**src/hdl/hts_pkg.sv**
```systemverilog
// ----------------------------------------------------------------------------
// hts_pkg
// shared widths, register indexes, reset values and unit status types for the
// hub timestamp converter
// ----------------------------------------------------------------------------
package hts_pkg;

  // field widths
  localparam int TICK_W    = 32;
  localparam int RES_W     = 20;
  localparam int SLEW_W    = 20;
  localparam int MARGIN_W  = 30;
  localparam int HOST_W    = 63;
  localparam int TS_W      = 64;

  // configuration port
  localparam int CFG_IDX_W  = 2;
  localparam int CFG_DATA_W = 30;

  localparam logic [CFG_IDX_W-1:0] REG_RESOLUTION = 2'd0;
  localparam logic [CFG_IDX_W-1:0] REG_SLEW       = 2'd1;
  localparam logic [CFG_IDX_W-1:0] REG_MARGIN     = 2'd2;

  localparam logic [RES_W-1:0]    RESET_RESOLUTION = 20'd100000;
  localparam logic [SLEW_W-1:0]   RESET_SLEW       = 20'd50000;
  localparam logic [MARGIN_W-1:0] RESET_MARGIN     = 30'd20000000;

  // shared multiplier: 33-bit magnitude times 20-bit operand
  localparam int MUL_A_W = 33;
  localparam int MUL_B_W = 20;
  localparam int MUL_P_W = MUL_A_W + MUL_B_W;

  // constant divider: 52-bit magnitude by ns per ms, four quotient bits a pass
  localparam int DIV_W     = 52;
  localparam int DIV_REM_W = 20;
  localparam int DIV_BITS  = 4;
  localparam int DIV_STEPS = DIV_W / DIV_BITS;
  localparam int DIV_CNT_W = $clog2(DIV_STEPS);
  localparam int QUOT_W    = 33;

  localparam logic [DIV_REM_W-1:0] NS_PER_MS = 20'd1000000;

  // divider status seen by the sequencer
  typedef struct packed {
    logic busy;
    logic done;
  } div_stat_t;

endpackage

```
**src/hdl/hub_timestamp_offset_slew.sv**
```systemverilog
// ----------------------------------------------------------------------------
// hub_timestamp_offset_slew
// maps sensor hub tick counts to host ns timestamps with a slewed offset
// ----------------------------------------------------------------------------
// sequencing: an accepted item holds the block until it is done, so a new item
//   is taken only in idle; the work is three passes through the shared
//   multiplier and the 13 passes of the divider by ns per ms, and a convert
//   result can wait for a free output register
// reset: synchronous active-low rst_n clears sync state and the output valid,
//   and loads the configuration registers with their reset values
module hub_timestamp_offset_slew (
  input  logic                              clk,
  input  logic                              rst_n,

  // configuration write channel, always ready
  input  logic                              cfg_valid,
  output logic                              cfg_ready,
  input  logic [hts_pkg::CFG_IDX_W-1:0]     cfg_index,
  input  logic [hts_pkg::CFG_DATA_W-1:0]    cfg_data,

  // input items
  input  logic                              in_valid,
  output logic                              in_ready,
  input  logic                              in_kind,
  input  logic [hts_pkg::TICK_W-1:0]        in_hub_ticks,
  input  logic [hts_pkg::HOST_W-1:0]        in_host_time_ns,
  input  logic                              in_reset_offset,

  // result items
  output logic                              out_valid,
  input  logic                              out_ready,
  output logic signed [hts_pkg::TS_W-1:0]   out_timestamp_ns
);

  // sequencer codes
  localparam logic [3:0] S_IDLE  = 4'd0;
  localparam logic [3:0] S_HUB   = 4'd1;  // multiply ticks by resolution
  localparam logic [3:0] S_ELAP  = 4'd2;  // multiply elapsed ticks by resolution
  localparam logic [3:0] S_DLOAD = 4'd3;  // start the ms divider
  localparam logic [3:0] S_DIV   = 4'd4;  // wait for the divider
  localparam logic [3:0] S_STEP  = 4'd5;  // multiply ms by slew rate
  localparam logic [3:0] S_CAND  = 4'd6;  // candidate offset
  localparam logic [3:0] S_CLAMP = 4'd7;  // clamp between current and target
  localparam logic [3:0] S_FIN   = 4'd8;  // emit result or update sync state

  localparam logic KIND_CONVERT = 1'b0;

  logic [3:0] state_r;
  logic [3:0] state_nxt;

  // configuration registers
  logic [hts_pkg::RES_W-1:0]    res_r;
  logic [hts_pkg::SLEW_W-1:0]   slew_r;
  logic [hts_pkg::MARGIN_W-1:0] margin_r;

  // sync state
  logic                         synced_r;
  logic [hts_pkg::TICK_W-1:0]   sync_ticks_r;
  logic [hts_pkg::TS_W-1:0]     cur_r;
  logic [hts_pkg::TS_W-1:0]     tgt_r;

  // latched item
  logic                         kind_r;
  logic [hts_pkg::TICK_W-1:0]   ticks_r;
  logic [hts_pkg::HOST_W-1:0]   host_r;
  logic                         jump_r;

  // working registers
  logic [hts_pkg::MUL_P_W-1:0]  hub_ns_r;
  logic                         neg_r;
  logic                         ge_r;
  logic [hts_pkg::TS_W-1:0]     cand_r;
  logic [hts_pkg::TS_W-1:0]     kept_r;

  // output register
  logic                         out_valid_r;
  logic [hts_pkg::TS_W-1:0]     out_ts_r;

  // shared units
  logic [hts_pkg::MUL_A_W-1:0]  mul_a;
  logic [hts_pkg::MUL_B_W-1:0]  mul_b;
  logic [hts_pkg::MUL_P_W-1:0]  prod;
  logic                         div_start;
  hts_pkg::div_stat_t           div_stat;
  logic [hts_pkg::QUOT_W-1:0]   quot;

  // elapsed ticks as a signed 33-bit difference, split into sign and magnitude
  logic [hts_pkg::TICK_W:0]     diff;
  logic [hts_pkg::TICK_W:0]     diff_mag;

  logic [hts_pkg::TS_W-1:0]     step;
  logic [hts_pkg::TS_W-1:0]     hub64;
  logic [hts_pkg::TS_W-1:0]     new_tgt;
  logic                         out_free;
  logic                         accept;

  assign accept    = in_valid && in_ready;
  assign in_ready  = (state_r == S_IDLE);
  assign cfg_ready = 1'b1;
  assign out_free  = !out_valid_r || out_ready;

  assign diff     = {1'b0, ticks_r} - {1'b0, sync_ticks_r};
  assign diff_mag = diff[hts_pkg::TICK_W] ? (~diff + 1'b1) : diff;

  // slew step carries the sign of the elapsed time
  assign step = neg_r ? (~hts_pkg::TS_W'(prod) + 1'b1) : hts_pkg::TS_W'(prod);

  assign hub64   = hts_pkg::TS_W'(hub_ns_r);
  assign new_tgt = {1'b0, host_r} - hub64 - hts_pkg::TS_W'(margin_r);

  // multiplier operand select by sequencer step
  always_comb begin
    mul_a = '0;
    mul_b = '0;
    unique case (state_r)
      S_HUB: begin
        mul_a = hts_pkg::MUL_A_W'(ticks_r);
        mul_b = res_r;
      end
      S_ELAP: begin
        mul_a = diff_mag;
        mul_b = res_r;
      end
      S_STEP: begin
        mul_a = quot;
        mul_b = slew_r;
      end
      default: begin
        mul_a = '0;
        mul_b = '0;
      end
    endcase
  end

  assign div_start = (state_r == S_DLOAD);

  hts_mul u_mul (
    .clk (clk),
    .a   (mul_a),
    .b   (mul_b),
    .p   (prod)
  );

  hts_div u_div (
    .clk      (clk),
    .rst_n    (rst_n),
    .start    (div_start),
    .dividend (prod[hts_pkg::DIV_W-1:0]),
    .stat     (div_stat),
    .quotient (quot)
  );

  // sequencer
  always_comb begin
    state_nxt = state_r;
    unique case (state_r)
      S_IDLE:  if (accept) state_nxt = S_HUB;
      S_HUB:   state_nxt = S_ELAP;
      S_ELAP:  state_nxt = S_DLOAD;
      S_DLOAD: state_nxt = S_DIV;
      S_DIV:   if (div_stat.done) state_nxt = S_STEP;
      S_STEP:  state_nxt = S_CAND;
      S_CAND:  state_nxt = S_CLAMP;
      S_CLAMP: state_nxt = S_FIN;
      S_FIN: begin
        // a convert result waits here only while the output register is full
        if (kind_r != KIND_CONVERT || out_free) state_nxt = S_IDLE;
      end
      default: state_nxt = S_IDLE;
    endcase
  end

  always_ff @(posedge clk) begin
    if (!rst_n) begin
      state_r      <= S_IDLE;
      res_r        <= hts_pkg::RESET_RESOLUTION;
      slew_r       <= hts_pkg::RESET_SLEW;
      margin_r     <= hts_pkg::RESET_MARGIN;
      synced_r     <= 1'b0;
      sync_ticks_r <= '0;
      cur_r        <= '0;
      tgt_r        <= '0;
      out_valid_r  <= 1'b0;
    end else begin
      state_r <= state_nxt;

      // configuration writes; index three is ignored
      if (cfg_valid && cfg_ready) begin
        unique case (cfg_index)
          hts_pkg::REG_RESOLUTION: res_r    <= cfg_data[hts_pkg::RES_W-1:0];
          hts_pkg::REG_SLEW:       slew_r   <= cfg_data[hts_pkg::SLEW_W-1:0];
          hts_pkg::REG_MARGIN:     margin_r <= cfg_data[hts_pkg::MARGIN_W-1:0];
          default: ;
        endcase
      end

      if (out_valid_r && out_ready) out_valid_r <= 1'b0;

      if (state_r == S_FIN) begin
        if (kind_r == KIND_CONVERT) begin
          if (out_free) out_valid_r <= 1'b1;
        end else begin
          // sync item: new target, offset keeps the slew unless it jumps
          tgt_r        <= new_tgt;
          cur_r        <= (!synced_r || jump_r) ? new_tgt : kept_r;
          sync_ticks_r <= ticks_r;
          synced_r     <= (host_r != '0);
        end
      end
    end
  end

  // datapath registers
  always_ff @(posedge clk) begin
    if (accept) begin
      kind_r  <= in_kind;
      ticks_r <= in_hub_ticks;
      host_r  <= in_host_time_ns;
      jump_r  <= in_reset_offset;
    end

    if (state_r == S_ELAP) begin
      hub_ns_r <= prod;
      neg_r    <= diff[hts_pkg::TICK_W];
    end

    if (state_r == S_CAND) begin
      ge_r   <= ($signed(tgt_r) >= $signed(cur_r));
      cand_r <= ($signed(tgt_r) >= $signed(cur_r)) ? (cur_r + step) : (cur_r - step);
    end

    // clamp compares the wrapped candidate as two's complement
    if (state_r == S_CLAMP) begin
      if (ge_r) begin
        priority if ($signed(cand_r) > $signed(tgt_r)) kept_r <= tgt_r;
        else if ($signed(cand_r) < $signed(cur_r))     kept_r <= cur_r;
        else                                           kept_r <= cand_r;
      end else begin
        priority if ($signed(cand_r) < $signed(tgt_r)) kept_r <= tgt_r;
        else if ($signed(cand_r) > $signed(cur_r))     kept_r <= cur_r;
        else                                           kept_r <= cand_r;
      end
    end

    if (state_r == S_FIN && kind_r == KIND_CONVERT && out_free) begin
      // while unsynced the host time less margin is passed through
      out_ts_r <= synced_r ? (hub64 + kept_r)
                           : ({1'b0, host_r} - hts_pkg::TS_W'(margin_r));
    end
  end

  assign out_valid        = out_valid_r;
  assign out_timestamp_ns = $signed(out_ts_r);

endmodule

```
**src/hdl/hts_mul.sv**
```systemverilog
// ----------------------------------------------------------------------------
// hts_mul
// shared unsigned multiplier with a registered product
// ----------------------------------------------------------------------------
module hts_mul (
  input  logic                         clk,
  input  logic [hts_pkg::MUL_A_W-1:0]  a,
  input  logic [hts_pkg::MUL_B_W-1:0]  b,
  output logic [hts_pkg::MUL_P_W-1:0]  p
);

  logic [hts_pkg::MUL_P_W-1:0] p_r;
  logic [hts_pkg::MUL_P_W-1:0] p_nxt;

  assign p_nxt = hts_pkg::MUL_P_W'(a) * hts_pkg::MUL_P_W'(b);

  always_ff @(posedge clk) begin
    p_r <= p_nxt;
  end

  assign p = p_r;

endmodule

```
**src/hdl/hts_div.sv**
```systemverilog
// ----------------------------------------------------------------------------
// hts_div
// iterative restoring divider by ns per ms, four quotient bits per cycle
// ----------------------------------------------------------------------------
module hts_div (
  input  logic                          clk,
  input  logic                          rst_n,
  input  logic                          start,
  input  logic [hts_pkg::DIV_W-1:0]     dividend,
  output hts_pkg::div_stat_t            stat,
  output logic [hts_pkg::QUOT_W-1:0]    quotient
);

  logic [hts_pkg::DIV_REM_W-1:0] rem_r;
  logic [hts_pkg::DIV_REM_W-1:0] rem_nxt;
  logic [hts_pkg::DIV_W-1:0]     dq_r;
  logic [hts_pkg::DIV_W-1:0]     dq_nxt;
  logic [hts_pkg::DIV_CNT_W-1:0] cnt_r;
  logic                          busy_r;
  logic                          done_r;

  // shift-subtract passes over remainder and dividend/quotient register
  always_comb begin
    logic [hts_pkg::DIV_REM_W:0] trial;
    rem_nxt = rem_r;
    dq_nxt  = dq_r;
    for (int i = 0; i < hts_pkg::DIV_BITS; i++) begin
      trial  = {rem_nxt, dq_nxt[hts_pkg::DIV_W-1]};
      dq_nxt = {dq_nxt[hts_pkg::DIV_W-2:0], 1'b0};
      if (trial >= {1'b0, hts_pkg::NS_PER_MS}) begin
        rem_nxt   = hts_pkg::DIV_REM_W'(trial - {1'b0, hts_pkg::NS_PER_MS});
        dq_nxt[0] = 1'b1;
      end else begin
        rem_nxt = trial[hts_pkg::DIV_REM_W-1:0];
      end
    end
  end

  always_ff @(posedge clk) begin
    if (!rst_n) begin
      busy_r <= 1'b0;
      done_r <= 1'b0;
      cnt_r  <= '0;
    end else begin
      done_r <= 1'b0;
      if (start) begin
        busy_r <= 1'b1;
        cnt_r  <= '0;
      end else if (busy_r) begin
        cnt_r <= cnt_r + 1'b1;
        if (cnt_r == hts_pkg::DIV_CNT_W'(hts_pkg::DIV_STEPS - 1)) begin
          busy_r <= 1'b0;
          done_r <= 1'b1;
        end
      end
    end
  end

  always_ff @(posedge clk) begin
    if (start) begin
      rem_r <= '0;
      dq_r  <= dividend;
    end else if (busy_r) begin
      rem_r <= rem_nxt;
      dq_r  <= dq_nxt;
    end
  end

  assign stat.busy = busy_r;
  assign stat.done = done_r;
  assign quotient  = dq_r[hts_pkg::QUOT_W-1:0];

endmodule

```
**config.mk**
```make
export PLATFORM = sky130hd
export DESIGN_NAME = hub_timestamp_offset_slew
export DESIGN_NICKNAME = d
export VERILOG_FILES = /design/src/hdl/hts_pkg.sv /design/src/hdl/hub_timestamp_offset_slew.sv /design/src/hdl/hts_mul.sv /design/src/hdl/hts_div.sv
export SDC_FILE = /design/constraint.sdc
export NUM_CORES = 2
export LEC_CHECK = 0
export BUFFER_PORTS_ARGS = -buffer_cell sky130_fd_sc_hd__buf_2
export CAP_MARGIN = 20
export CORE_UTILIZATION = 40
export DETAILED_ROUTE_END_ITERATION = 12
export HOLD_SLACK_MARGIN = 0.12
export SLEW_MARGIN = 20
export SYNTH_ARGS = -nofsm -noshare
export SYNTH_HDL_FRONTEND = slang
export SYNTH_SLANG_ARGS = --single-unit
```
**constraint.sdc**
```tcl
create_clock -name clk -period 12.8 [get_ports clk]
set_clock_uncertainty 0.1 [all_clocks]
set_input_delay 0.64 -clock clk [delete_from_list [all_inputs] [get_ports clk]]
set_output_delay 0.64 -clock clk [all_outputs]
set_load 0.005 [all_outputs]
```
==> results.ini <==
[run_status]
status=completed

[synthesis]
async_flop_share_pct=0
post_synth.cell_area_avg_um2=8.72
syn_inst=8189
syn_area_mm2=0.0714
synth_warnings=0
synthesis.nets=9534
yosysMostFrequentCell=nand2_1
synthTopCellsByArea=edfxtp_1 (17%), fa_1 (16%), ha_1 (11%)
seq_area_frac_synth_pct=25.5
ys_seq_elements=711
synth_commonest_cells=nand2_1 (1067), inv_1 (1025), nor2_1 (720), ha_1 (623), fa_1 (588)
yosysTopAreaCellShare_pct=16.6
synth.distinct_cells=118
synthFlopType=edfxtp_1
yosys.area.top_type=edfxtp_1
synth_enable_flop_cells=396

[global_routing]
grt_pass1_wl_um=389000
gr-usage-met1_pct=35.1
use_met3_pct=3.73
grt_pass1_vias=60700
antenna_found_initial=12
grt_overflow=0
busiest_layer=met2
gr-usage-all-layers_pct=28.8
grt_max_degree=77
use_met2_pct=49.2

[clock_tree]
clkLatencyLatePin_ns=0.76
clock-sinks=711
cts_buffer_depth=3
cts_root_buf=clkbuf_16
cts_buffers=87
cts_tree=done
htree_num_levels=3
path_clk_slew_ns=0.06

[pwr]
p_total_mw=11.5
swShare_pct=45.6
switchingPower_mw=5.27
p_comb_share_pct=50.4
powerDensity_mw_per_mm2=144
seqPwrFrac_pct=26.7
power_frac_clock_pct=22.9
internal-power_mw=6.27
power.leakage_nw=34.5
ir_worst_vdd_v=0.000138

[timing]
tns_ns=0
worstMarginPinSlew_ns=1.17
fmaxAchievable_ghz=0.0816
layout_setup_ws_ns=0.540
relSlewSlack_pct=20.6
maxSlewViolCount=0
period_share_pct=95.8
hold_violations=0
holdWs_ns=0.168
finalCriticalPeriod_ns=12.26
final-setup-viol-count=0

[worst_setup_path]
start_kind=flop
r2r.worst_path.cells=53
cp.required_ns=13.34
critPathMaxStageDelay_ns=0.55
arrival_ns=12.80
critPathKind=reg2reg
cpMostUsedCell=fa_1
cp_max_fo=10
end_kind=flop
crit_cells=53
crit_slowest_cell=fa_1
crit_buf_inv=10
critical-path-top-delay-family=compound AO/OA/AOI/OAI gates

[final_layout]
fin_util_pct=45.3
multiInputGateArea_mm2=0.0484
drive_above_1_share_pct=7.97
area_growth_pct=12.0
layout.nets=9780
fillers=17200
seqCellArea_mm2=0.0182

[floorplan]
initial_utilization_pct=40.4
die_w_um=425
die-area_mm2=0.180
dieHeight_um=425
io_pins=201
rows=154
core_mm2=0.177

[run]
max-cap-violations=0

[hold_path]
hold_class=in2reg
min_path_cells=4

[detailed_routing]
drtIter0Drc=4928
wl_um=264000
via_per_inst=5.63
routed-via-count=61100
drcViolationCount=0
drt_pre_antenna_iters=7
ant_nets=0
routedWlPerCell_um=24.3

[placement]
port_buffers=199
place.gp.congestion=0.995
hpwl_um=209000
dpl_worst_slack_ns=-0.0166

-- logic make-up (layout without fill, tap and decap cells) --
logic type	count (synthesis)	in the layout	synth area share [%]
AOI/OAI and AO/OA	1684	1684	15.5
buffers and inverters	1370	1691	7.26
muxes	165	165	2.34
xor gates and xnor gates	468	468	5.76
and+or+nand+nor	2579	2579	16.3
other	1	4	0.00525
adders and majority gates	1211	1211	27.4
DFF	711	711	25.5
-- placed cells by master (no fill, tap or decap), drive strengths merged, types with 83 or more instances in the layout --
cell type	instances
a21oi	499
fa	588
clkbuf	120
edfxtp	396
o21ai	330
xnor2	284
a21o	151
mux2i	154
buf	371
inv	1036
dfxtp	315
nor3	90
nand2	1068
nor2b	83
xor2	184
nand3	119
nand2b	106
dlygate4sd3	127
ha	623
nor2	724
-- registers in the layout, summed over array words and instances (netlist names), 52 cells and up --
signal and cells:
cand_r 64, cur_r 64, kept_r 64, out_timestamp_ns 64, tgt_r 64, host_r 63
hub_ns_r 53, u_mul.p 53, u_div.dq_r 52
-- area by class of cell --
cell class	count	share of cell area (%)
multi-input cells	6108	60.4
flip-flops and latches	711	22.8
inverters	1028	4.83
repair buffers	498	4.49
well taps	2340	3.66
clock buffers	120	3.11
clock inverters	44	0.699
diodes	3	0.00938
repair inverters	1	0.00626
-- metal layers --
metal	up-vias	wire length [um]
li1	28300	-
met1	30200	106000
met2	2057	126000
met3	527	15100
met4	6	16600
met5	-	35
-- per-stage QoR --
step	area (um^2)	std cells
floorplan	71400	8189
global placement	75500	10600
detailed placement	75500	10600
CTS	79800	10800
global route	80000	10900
finish	80000	10900
-- timing repair --
action / 4_1_cts / 5_1_grt
gates resized for setup: 1 / 42
hold buffers: 127 / 0
pin swaps: 0 / 6
endpoints found under the hold margin: 167 / 0
setup buffers: 0 / 5
cloned: 0 / 1
setup endpoints to repair: 2 / 8
-- power by group through the flow --
stage | logic, mW | registers (mW) | clock network [mW]
2_1_floorplan | 4.12 | 2.82 | 0
3_3_place_gp | 5.62 | 3.11 | 0
3_5_place_dp | 5.66 | 3.11 | 0
4_1_cts | 5.73 | 3.06 | 2.69
5_1_grt | 6.34 | 3.08 | 2.77
6_report | 5.82 | 3.08 | 2.65
-- worst reg2reg max path, delay by kind of cell (launching register included) --
kind | cells | cell delay (ns)
AOI/OAI and AO/OA | 24 | 4.57
adders and majority gates | 10 | 4.23
and+or+nand+nor | 7 | 1.65
buffers and inverters | 10 | 0.94
DFF | 1 | 0.41
xor gates and xnor gates | 2 | 0.33
-- path summary, 6_finish.rpt --
| kind | from | endpoint | slack (ns) |
|---|---|---|---|
| setup / recovery | ticks_r[0] | u_mul.p[49] | 0.54 |
| hold / removal | out_ready | out_valid | 0.17 |
| setup reg to reg | ticks_r[0] | u_mul.p[49] | 0.54 |
| hold reg to reg | sync_ticks_r[15] | sync_ticks_r[15] | 0.36 |
No activity file was read; power rests on OpenSTA's default activity.
